### config.mk
export PLATFORM = sky130hd
export DESIGN_NAME = mexp_ctrl
export DESIGN_NICKNAME = d
export VERILOG_FILES = /design/src/mexp_pkg.sv /design/src/mexp_ctrl.sv
export SDC_FILE = /design/constraint.sdc
export NUM_CORES = 1
export LEC_CHECK = 0
export BUFFER_PORTS_ARGS = -buffer_cell sky130_fd_sc_hd__buf_2
export CORE_AREA = 2 2 39 41
export DETAILED_ROUTE_END_ITERATION = 10
export DIE_AREA = 0 0 41 43
export GPL_ROUTABILITY_DRIVEN = 0
export SYNTH_ARGS = -nofsm -noshare
export SYNTH_HDL_FRONTEND = slang
export SYNTH_SLANG_ARGS = --single-unit
### constraint.sdc
create_clock -name clk -period 2.3 [get_ports clk]
set_input_delay 0.23 -clock clk [delete_from_list [all_inputs] [get_ports clk]]
set_output_delay 0.23 -clock clk [all_outputs]
set_load 0.1 [all_outputs]
### src/mexp_pkg.sv
// Shared types and constants for the modular exponentiation block.
package mexp_pkg;

	// Prime modulus and the fixed Fermat exponent for inversion
	localparam logic [29:0] PRIME      = 30'd1000000007;
	localparam logic [29:0] FERMAT_EXP = 30'd1000000005;

	// Barrett constant floor(2^60 / PRIME)
	localparam logic [30:0] BARRETT_M  = 31'd1152921496;

	// Base reduction: two base bits folded in per cycle over a 64-bit window
	localparam int RED_STEPS = 32;
	localparam int RED_CNT_W = $clog2(RED_STEPS);

	// Modular multiply pipeline latency
	localparam int MUL_LAT = 4;

	typedef logic [29:0] residue_t;

	// Controller to datapath commands
	typedef struct packed {
		logic load;
		logic red_step;
		logic update;
	} mexp_cmd_t;

	// Datapath to controller status
	typedef struct packed {
		logic e_zero;
		logic e_last;
	} mexp_sts_t;

endpackage

### src/mexp_ctrl.sv
// Controller: sequences reduction, the bit loop and the result strobe.
module mexp_ctrl
	import mexp_pkg::*;
(
	input  logic      clk,
	input  logic      arst_n,
	input  logic      start,
	input  mexp_sts_t sts,
	output mexp_cmd_t cmd,
	output logic      busy,
	output logic      done
);

	typedef enum logic [3:0] {
		ST_IDLE = 4'b0001,
		ST_RED  = 4'b0010,
		ST_MUL  = 4'b0100,
		ST_DONE = 4'b1000
	} state_t;

	state_t               state_q;
	state_t               state_d;
	logic [RED_CNT_W-1:0] cnt_q;
	logic [RED_CNT_W-1:0] cnt_d;

	// Next state and commands
	always_comb begin
		state_d      = state_q;
		cnt_d        = cnt_q;
		cmd.load     = 1'b0;
		cmd.red_step = 1'b0;
		cmd.update   = 1'b0;
		unique case (state_q)
			ST_IDLE: begin
				if (start) begin
					cmd.load = 1'b1;
					cnt_d    = '0;
					state_d  = ST_RED;
				end
			end
			ST_RED: begin
				cmd.red_step = 1'b1;
				cnt_d        = cnt_q + 1'b1;
				if (cnt_q == RED_CNT_W'(RED_STEPS - 1)) begin
					cnt_d   = '0;
					state_d = sts.e_zero ? ST_DONE : ST_MUL;
				end
			end
			ST_MUL: begin
				cnt_d = cnt_q + 1'b1;
				if (cnt_q == RED_CNT_W'(MUL_LAT)) begin
					cmd.update = 1'b1;
					cnt_d      = '0;
					if (sts.e_last) begin
						state_d = ST_DONE;
					end
				end
			end
			ST_DONE: begin
				state_d = ST_IDLE;
			end
			default: begin
				state_d = ST_IDLE;
			end
		endcase
	end

	// State and counter registers
	always_ff @(posedge clk or negedge arst_n) begin
		if (!arst_n) begin
			state_q <= ST_IDLE;
			cnt_q   <= '0;
		end else begin
			state_q <= state_d;
			cnt_q   <= cnt_d;
		end
	end

	assign busy = (state_q != ST_IDLE);
	assign done = (state_q == ST_DONE);

endmodule

==> qor.csv, run 1 <==
metric;value;unit
status;complete, no violations;
vias in the first global route;447;
Die Y;43;µm
Mapped Area;567;µm²
Tot GR Track Use;0.166;
RSZ-0062 raised after global routing;false;
DRC viols;0;
Total Nets Final;81;
Fin. Hold Viols;0;
WHS;0.160;ns
max_slew headroom;0.680;
Via Count;472;
Multi-input gate area;324;µm²
cts bufs inserted;3;
fraction of layout cells with a size suffix above 1;0.264;
number of fill cells;133;
io pins;10;
TNS Setup;0;ns
DRT iter0 DRCs;5;
Critical Path RT;2.07;ns
Clk Latency, worst-skew pair;0.26;ns
kind of critical path;reg -> out;
core area;1380;µm²
Startpoint Class;register;
Arr. time, crit path;1.89;ns
number of max-slew violations in the final report;0;
die area;1760;µm²
initial core utilization;0.410;
CTS tree;yes;
Syn. warnings;0;
Slew @ Worst Pin;0.484;ns
Antenna Nets Post-Route;0;
post-synth cell types;32;
Die W;41;µm
synthesis-stage register bit count;9;
Antenna diodes;0;
initial antenna violation count;0;
total wire length;1.10;mm
# setup viols final;0;
DR vias/cell;5.36;
final worst path period need;2.12;ns
Max-cap violations;0;
largest fanout on the critical path;8;
DRT Pass-1 Iters;4;
Clock Skews;0.00513;ns
f_max;0.473;GHz
DP HPWL;814;µm
Syn Area/Cell;9.77;µm²
FF+latch area;226;µm²
Critical Path Max Stage Delay;0.64;ns
Area Overhead vs Synth;23.6;%
CTS max path bufs;2;
post-CTS setup buffer count;0;
critical path endpoint category;output port;
sequential area share after synthesis;0.400;
Top delay family on crit path;simple AND/OR/NAND/NOR gates;
power density over the cells;1270;nW/µm²
cell count after synthesis;58;
Clock Tree Root;clkbuf_4;
clk sink count;9;
first-pass GRT wire length;1.93;mm
Wirelength per Cell;12.4;µm
syn_nets;66;
Lkg Pwr;0.334;nW
total grt overflow;0;
H-tree lvl count;1;
Cell Chain, Critical Path;or4b_1, inv_1, and2_1, buf_12;
period utilization;0.920;
Clock Pin Slew Worst Setup and Hold Paths;0.06;ns
pin count of the biggest net entering global routing;10;
port bufs;9;
# rows;14;
Hold Path Class;in -> reg;
commonest cells after routing, fill and taps aside;dfrtp_1, buf_2, inv_1;
VDD IR max;0.654;mV
CP Buf/Inv Count;2;
critical-path cell with the highest stage delay;or4b_1;
registers in the layout (all words and copies together), names as in the netlist:
register,cells
cnt_q,5
state_q,4
routing by layer:
| metal | vias up | part of all wire | global-route usage |
|---|---|---|---|
| met5 | - | 0 | 0 |
| met4 | 0 | 0.0064 | 0.0400 |
| met3 | 2 | 0.063 | 0.0942 |
| met2 | 12 | 0.50 | 0.234 |
| met1 | 216 | 0.43 | 0.215 |
| li1 | 242 | - | - |
path summary, 6_finish.rpt:
| check | startpoint | end | slack, ns | cells after the start |
|---|---|---|---|---|
| setup / recovery | state_q[1] | cmd[0] | 0.18 | 4 |
| hold / removal | sts[1] | state_q[2] | 0.16 | 2 |
| setup reg to reg | cnt_q[0] | state_q[2] | 0.50 | 6 |
| hold reg to reg | cnt_q[3] | cnt_q[3] | 0.52 | 1 |
| max in group asynchronous | arst_n | state_q[0] | 1.71 | 2 |
| min in group asynchronous | arst_n | cnt_q[2] | 0.34 | 2 |
layout make-up:
class,instances,share of cell area
clock buffer,4,0.0375
timing repair buffer,11,0.111
sequential,9,0.323
tap,16,0.0286
inverter,7,0.0375
multi-input combinational,41,0.463
worst reg2reg max path: stages, from the launching register on:
cell and delay (ns):
dfrtp_1 0.44, ha_1 0.26, and3_1 0.19, ha_1 0.24, o22a_1 0.22, nor3_1 0.22, o31ai_1 0.10
cell usage after synthesis, drive strengths merged:
cell,count,share of area
and3,1,0.011
buf,1,0.0088
nand3,1,0.0088
and2,2,0.022
nor4b,1,0.015
o21ai,2,0.018
nand4,1,0.011
nor2,3,0.020
o22ai,1,0.035
inv,7,0.046
a22o,1,0.015
or2,1,0.011
a221oi,1,0.026
a41oi,1,0.015
a31oi,2,0.022
ha,3,0.066
dfstp,1,0.046
o21bai,1,0.013
nand2,3,0.020
dfrtp,8,0.35
and4bb,1,0.022
nor3,2,0.018
o31ai,1,0.013
a32oi,1,0.015
o22a,1,0.015
xor2,1,0.015
a21oi,3,0.026
nand2b,3,0.033
or4b,2,0.042
nand3b,1,0.013
per-stage QoR:
step	area, µm²	util	total power, mW	worst slack [ns]	cells
after floorplan	582	-	0.674	0.147	58
after global placement	664	0.480	0.767	0.487	83
after detailed placement	664	0.480	0.774	0.482	83
after CTS	701	0.506	0.904	0.176	88
after global routing	701	0.506	0.960	0.0959	88
final	701	0.506	0.893	0.185	88
report_power, final:
group	internal [mW]	switching, mW
combinational	0.149	0.334
clock	0.0669	0.0564
sequential	0.203	0.0831
total	0.420	0.473
kinds of logic (layout without fill, tap and decap cells):
group / count (synthesis) / in the layout / synth area share
AO/OA/AOI/OAI: 15 / 15 / 0.216
adder cells (fa/ha/maj): 3 / 3 / 0.0662
flip-flops: 9 / 9 / 0.400
buffers and inverters: 8 / 22 / 0.0552
XOR/XNOR: 1 / 1 / 0.0155
AND/OR/NAND/NOR: 22 / 22 / 0.247
timing repair:
item | CTS | global route
endpoints found under the hold margin | 8 | 0
gates resized for setup | 0 | 0
setup endpoints to repair | 0 | 0
hold buffers | 1 | 0
(Power assumes the default switching activity.)
==> inputs of run 2 (changes only) <==
--- a/config.mk
+++ b/config.mk
@@ -10,6 +10,8 @@
 export DETAILED_ROUTE_END_ITERATION = 10
 export DIE_AREA = 0 0 41 43
 export GPL_ROUTABILITY_DRIVEN = 0
+export GPL_TIMING_DRIVEN = 0
+export MAX_ROUTING_LAYER = met4
 export SYNTH_ARGS = -nofsm -noshare
 export SYNTH_HDL_FRONTEND = slang
 export SYNTH_SLANG_ARGS = --single-unit
==> constraint.sdc (replaced) <==
create_clock -name clk -period 2.4 [get_ports clk]
set_input_delay 0.24 -clock clk [delete_from_list [all_inputs] [get_ports clk]]
set_output_delay 0.24 -clock clk [all_outputs]
set_load 0.1 [all_outputs]
==> run 2 against run 1 <==
Register-to-register slack improved by 0.14 ns; global-route usage rose by 0.45 points; sequential power fell by 8.7%; largest power group unchanged; highest routed layer unchanged.
==> qor.csv, run 2 (synthesis results as in run 1) <==
metric;value;unit;change
initial antenna violation count;0;;unchanged
Cell Chain, Critical Path;or4b_1, inv_1, and2_1, buf_2;;was or4b_1, inv_1, and2_1, buf_12
beginning of the critical path;state_q[1];;unchanged
final worst path period need;2.31;ns;
logic gate share of total power;0.546;;was 0.541
Startpoint Class;register;;unchanged
DR vias/cell;5.42;;was 5.36
setup slack at placement;0.386;ns;was 0.482 ns
Post-CTS Hold Fix Bufs;1;;unchanged
total internal power;392;µW;was 420 µW
fraction of layout cells with a size suffix above 1;0.264;;unchanged
switching share of power;0.538;;was 0.530
CTS resizes;0;;unchanged
max_slew headroom;0.678;;was 0.680
Slew @ Worst Pin;0.486;ns;was 0.484 ns
Die W;41;µm;unchanged
end point of the critical path;cmd[0];;unchanged
Lkg Pwr;0.332;nW;was 0.334 nW
Worst R2R Start;cnt_q[0];;unchanged
Clock Pin Slew Worst Setup and Hold Paths;0.06;ns;about the same
max reg flops;5;;unchanged
DRC viols;0;;unchanged
largest fanout on the critical path;8;;unchanged
cts bufs inserted;3;;unchanged
Area Overhead vs Synth;20.5;%;was 23.6%
first-pass GRT wire length;1.85;mm;was 1.93 mm
Critical Path RT;2.16;ns;was 2.07 ns
Hold Path Class;in -> reg;;unchanged
clk sink count;9;;unchanged
Via Count;477;;was 472
Sw Pwr;457;µW;was 473 µW
total chip power;849;µW;was 893 µW
H-tree lvl count;1;;unchanged
Min-Delay Startpoint;sts[1];;unchanged
commonest cells after routing, fill and taps aside;buf_2, dfrtp_1, inv_1;;was dfrtp_1, buf_2, inv_1
Clk Latency, worst-skew pair;0.27;ns;was 0.26 ns
core area;1380;µm²;unchanged
total grt overflow;0;;unchanged
worst r2r path cells;6;;unchanged
TNS Setup;0;ns;unchanged
CP Buf/Inv Count;2;;unchanged
Top delay family on crit path;simple AND/OR/NAND/NOR gates;;unchanged
Antenna diodes;0;;unchanged
port bufs;9;;unchanged
kind of critical path;reg -> out;;unchanged
DRT iter0 DRCs;5;;unchanged
Clock Tree Root;clkbuf_4;;unchanged
CTS tree;yes;;unchanged
R2R Setup Slk;0.64;ns;was 0.50 ns
status;complete, no violations;;unchanged
RR Endpoint;state_q[2];;unchanged
CP Depth;4;;unchanged
period utilization;0.963;;
commonest non-fill, non-tap cell in the layout;buf_2;;
total wire length;1.12;mm;was 1.10 mm
die area;1760;µm²;unchanged
DP HPWL;809;µm;was 814 µm
Max-cap violations;0;;unchanged
RSZ-0062 raised after global routing;false;;unchanged
setup ws final;0.0897;ns;was 0.185 ns
Seq pwr share;0.308;;was 0.321
Clk pwr share;0.146;;was 0.138
Total Nets Final;81;;unchanged
number of max-slew violations in the final report;0;;unchanged
Clock Skews;0.00161;ns;was 0.00513 ns
Fin. Hold Viols;0;;unchanged
vias in the first global route;412;;was 447
CTS max path bufs;2;;unchanged
critical-path cell with the highest stage delay;or4b_1;;unchanged
Tot GR Track Use;0.171;;was 0.166
post-CTS setup buffer count;0;;unchanged
DRT Pass-1 Iters;4;;unchanged
Wirelength per Cell;12.7;µm;was 12.4 µm
initial core utilization;0.410;;unchanged
io pins;10;;unchanged
VDD IR max;0.640;mV;was 0.654 mV
power density over the cells;1240;nW/µm²;was 1270 nW/µm²
pin count of the biggest net entering global routing;10;;unchanged
Die Y;43;µm;unchanged
Largest regs;cnt_q: 5 flops, state_q: 4 flops;;unchanged
critical path endpoint category;output port;;unchanged
# setup viols final;0;;unchanged
Arr. time, crit path;2.07;ns;was 1.89 ns
Largest Register;cnt_q;;unchanged
Antenna Nets Post-Route;0;;unchanged
f_max;0.433;GHz;
Critical Path Max Stage Delay;0.65;ns;was 0.64 ns
# rows;14;;unchanged
[run 2: changes by cell type in the layout (fill, tap and decap cells not counted)]
cell	change
buf_12	-1
buf_2	+2
buf_4	-1
[run 2: cell type report]
| class | instances | area [µm²] |
|---|---|---|
| Multi-Input combinational cell | 41 | 324 |
| Buffer | 1 | 5.00 |
| Tap cell | 16 | 20.0 |
| Fill cell | 141 | 701 |
| Inverter | 7 | 26.3 |
| Sequential cell | 9 | 226 |
| Clock buffer | 4 | 26.3 |
| Timing Repair Buffer | 10 | 55.1 |
[run 2: how the worst min path moves through the flow]
stage,endpoint,slack [ns],depth (start not counted)
3_5_place_dp,cnt_q[2],0.10,1
6_report,state_q[2],0.16,2
5_1_grt,state_q[2],0.15,2
4_1_cts,state_q[2],0.15,2
2_1_floorplan,cnt_q[0],-0.06,0
3_3_place_gp,cnt_q[2],0.11,1
[run 2: per-stage QoR]
step,util,cell area [µm²],hold slack [ns],cells
6_report,0.494,683,0.156,88
3_3_place_gp,0.467,647,0.106,83
4_1_cts,0.494,683,0.149,88
2_1_floorplan,-,582,-0.0556,58
3_5_place_dp,0.467,647,0.103,83
5_1_grt,0.494,683,0.153,88
[run 2: per-layer routing]
| metal | GRT usage | share of wire | vias to the layer above |
|---|---|---|---|
| li1 | - | - | 243 |
| met1 | 0.203 | 0.46 | 216 |
| met2 | 0.228 | 0.46 | 13 |
| met3 | 0.0942 | 0.059 | 5 |
| met4 | 0.0800 | 0.026 | 0 |
| met5 | - | 0 | - |
[run 2: power by group through the flow]
stage	Clock, mW	Combinational (mW)	Sequential, mW
3_3_place_gp	0	0.460	0.263
6_report	0.124	0.464	0.262
4_1_cts	0.128	0.469	0.261
5_1_grt	0.134	0.505	0.272
2_1_floorplan	0	0.397	0.249
3_5_place_dp	0	0.465	0.264
==> inputs of run 3 (changes only) <==
--- a/config.mk
+++ b/config.mk
@@ -6,9 +6,9 @@
 export NUM_CORES = 1
 export LEC_CHECK = 0
 export BUFFER_PORTS_ARGS = -buffer_cell sky130_fd_sc_hd__buf_2
-export CORE_AREA = 2 2 39 41
+export CORE_AREA = 5 5 42 44
 export DETAILED_ROUTE_END_ITERATION = 10
-export DIE_AREA = 0 0 41 43
+export DIE_AREA = 0 0 47 49
 export GPL_ROUTABILITY_DRIVEN = 0
 export GPL_TIMING_DRIVEN = 0
 export MAX_ROUTING_LAYER = met4
==> constraint.sdc (replaced) <==
create_clock -name clk -period 2.4 [get_ports clk]
set_input_delay 0.48 -clock clk [delete_from_list [all_inputs] [get_ports clk]]
set_output_delay 0.48 -clock clk [all_outputs]
set_load 0.1 [all_outputs]
==> run 3 against run 2 <==
Critical path type unchanged; hold slack lost 0.096 ns; critical path depth stayed put; cell count shrank 1.1%; largest power group unchanged.
==> qor.csv, run 3 (synthesis results as in run 1) <==
metric;value;unit;change
status;complete, no violations;;unchanged
CTS tree;yes;;unchanged
WL met3;47;µm;was 66 µm
Area Overhead vs Synth;21.0;%;was 20.5%
kind of critical path;reg -> out;;unchanged
largest fanout on the critical path;8;;unchanged
f_max;0.431;GHz;was 0.433 GHz
max reg flops;5;;unchanged
Hold Path Class;in -> async;;was in -> reg
TNS Setup;0;ns;unchanged
H-tree lvl count;1;;unchanged
Wirelength per Cell;13.6;µm;was 12.7 µm
# rows;14;;unchanged
die area;2300;µm²;was 1760 µm²
Lkg Pwr;0.330;nW;was 0.332 nW
first-pass GRT wire length;2.13;mm;was 1.85 mm
Antenna diodes;0;;unchanged
non-filler cells, final;87;;was 88
CP Buf/Inv Count;2;;unchanged
initial core utilization;0.404;;was 0.410
number of fill cells;147;;was 141
post-CTS setup buffer count;0;;unchanged
initial antenna violation count;0;;unchanged
met1 wire length;569;µm;was 511 µm
period utilization;0.966;;was 0.963
pin count of the biggest net entering global routing;10;;unchanged
DP HPWL;899;µm;was 809 µm
cts bufs inserted;3;;unchanged
Tot GR Track Use;0.131;;was 0.171
Antenna Nets Post-Route;0;;unchanged
RSZ-0062 raised after global routing;false;;unchanged
DRT Pass-1 Iters;4;;unchanged
DR vias/cell;5.49;;was 5.42
critical path endpoint category;output port;;unchanged
Clock Skews;0.00322;ns;was 0.00161 ns
DRC viols;0;;unchanged
final instance area;686;µm²;was 683 µm²
Post-CTS Hold Fix Bufs;0;;was 1
Largest regs;cnt_q: 5 flops, state_q: 4 flops;;unchanged
critical-path cell with the highest stage delay;or4b_4;;was or4b_1
clk sink count;9;;unchanged
final worst path period need;2.32;ns;was 2.31 ns
Slew @ Worst Pin;0.486;ns;about the same
Top delay family on crit path;simple AND/OR/NAND/NOR gates;;unchanged
Critical Path Max Stage Delay;0.61;ns;was 0.65 ns
Total Nets Final;80;;was 81
fraction of layout cells with a size suffix above 1;0.282;;was 0.264
Layout Utilization;0.489;;was 0.494
Arr. time, crit path;1.84;ns;was 2.07 ns
core area;1400;µm²;was 1380 µm²
Via Count;478;;was 477
CTS max path bufs;2;;unchanged
Die W;47;µm;was 41 µm
Worst R2R Start;cnt_q[0];;unchanged
max_slew headroom;0.678;;about the same
total wire length;1.19;mm;was 1.12 mm
DRT iter0 DRCs;5;;unchanged
Startpoint Class;register;;unchanged
Largest Register;cnt_q;;unchanged
met2 WL;570;µm;was 510 µm
Clock Tree Root;clkbuf_4;;unchanged
power density over the cells;1240;nW/µm²;about the same
Clk Latency, worst-skew pair;0.26;ns;was 0.27 ns
R2R Setup Slk;0.62;ns;was 0.64 ns
Max-cap violations;0;;unchanged
port bufs;9;;unchanged
total grt overflow;0;;unchanged
# setup viols final;0;;unchanged
io pins;10;;unchanged
Post-Place Cell Area;647;µm²;unchanged
worst r2r path cells;6;;unchanged
Fin. Hold Viols;0;;unchanged
Cell Chain, Critical Path;or4b_4, inv_1, and2_1, buf_6;;was or4b_1, inv_1, and2_1, buf_2
VDD IR max;0.702;mV;was 0.640 mV
number of max-slew violations in the final report;0;;unchanged
setup ws final;0.0811;ns;was 0.0897 ns
commonest cells after routing, fill and taps aside;buf_2, dfrtp_1, inv_1;;unchanged
Die Y;49;µm;was 43 µm
RR Endpoint;cnt_q[3];;was state_q[2]
vias in the first global route;460;;was 412
# placed instances;83;;unchanged
setup slack at placement;0.148;ns;was 0.386 ns
Clock Pin Slew Worst Setup and Hold Paths;0.07;ns;was 0.06 ns
Critical Path RT;1.92;ns;was 2.16 ns
Top Layer Used;met3;;was met4
## run 3: cell types whose count changed in the layout (fill, tap and decap cells not counted)
cell           previous run  this run
buf_2                    10         8
dlygate4sd3_1             1         0
or4b_4                    1         2
buf_6                     0         1
or4b_1                    1         0
clkbuf_4                  3         4
## run 3: per-stage QoR
step	hold slack, ns	power, mW
final	0.0607	0.852
after global routing	0.0608	0.922
after CTS	0.0635	0.856
after detailed placement	0.348	0.733
after global placement	0.347	0.725
after floorplan	0.184	0.645
## run 3: worst max path at each step
stage	start	depth (start not counted)	endpoint	slack [ns]
after detailed placement	state_q[1]	4	cmd[0]	0.15
final	state_q[1]	4	cmd[0]	0.08
after floorplan	state_q[1]	3	cmd[0]	-0.003
after global routing	state_q[0]	4	cmd[2]	0.005
after global placement	state_q[1]	4	cmd[0]	0.14
after CTS	state_q[1]	4	cmd[0]	0.02
## run 3: layer usage
metal / vias up / GRT usage
li1: 238 / -
met1: 232 / 0.187
met2: 8 / 0.172
met3: 0 / 0.0443
met4: 0 / 0.0415
met5: - / -
## run 3: final cells by class
cell class	instances	area, µm²	share of cell area
Timing Repair Buffer	9	53.8	0.0785
Inverter	7	26.3	0.0383
Tap cell	16	20.0	0.0292
Sequential cell	9	226	0.330
Clock buffer	4	26.3	0.0383
Multi-Input combinational cell	41	328	0.478
Buffer	1	5.00	0.00730
## run 3: worst reg2reg max path, cell delays in order (launching register included)
cell and delay [ns]:
dfrtp_1 0.44, ha_1 0.25, and3_1 0.19, ha_1 0.24, o22ai_4 0.26, a41oi_1 0.14, a31oi_1 0.17
## run 3: timing repair
action	4_1_cts	5_1_grt
endpoints found under the setup margin	1	2
resized for setup	2	2
gates cloned	0	0
## run 3: where the power goes
part	leakage (nW)	switching, mW	internal [mW]
clock	0.0150	0.0558	0.0642
combinational	0.196	0.332	0.135
sequential	0.119	0.0705	0.195
total	0.330	0.458	0.394
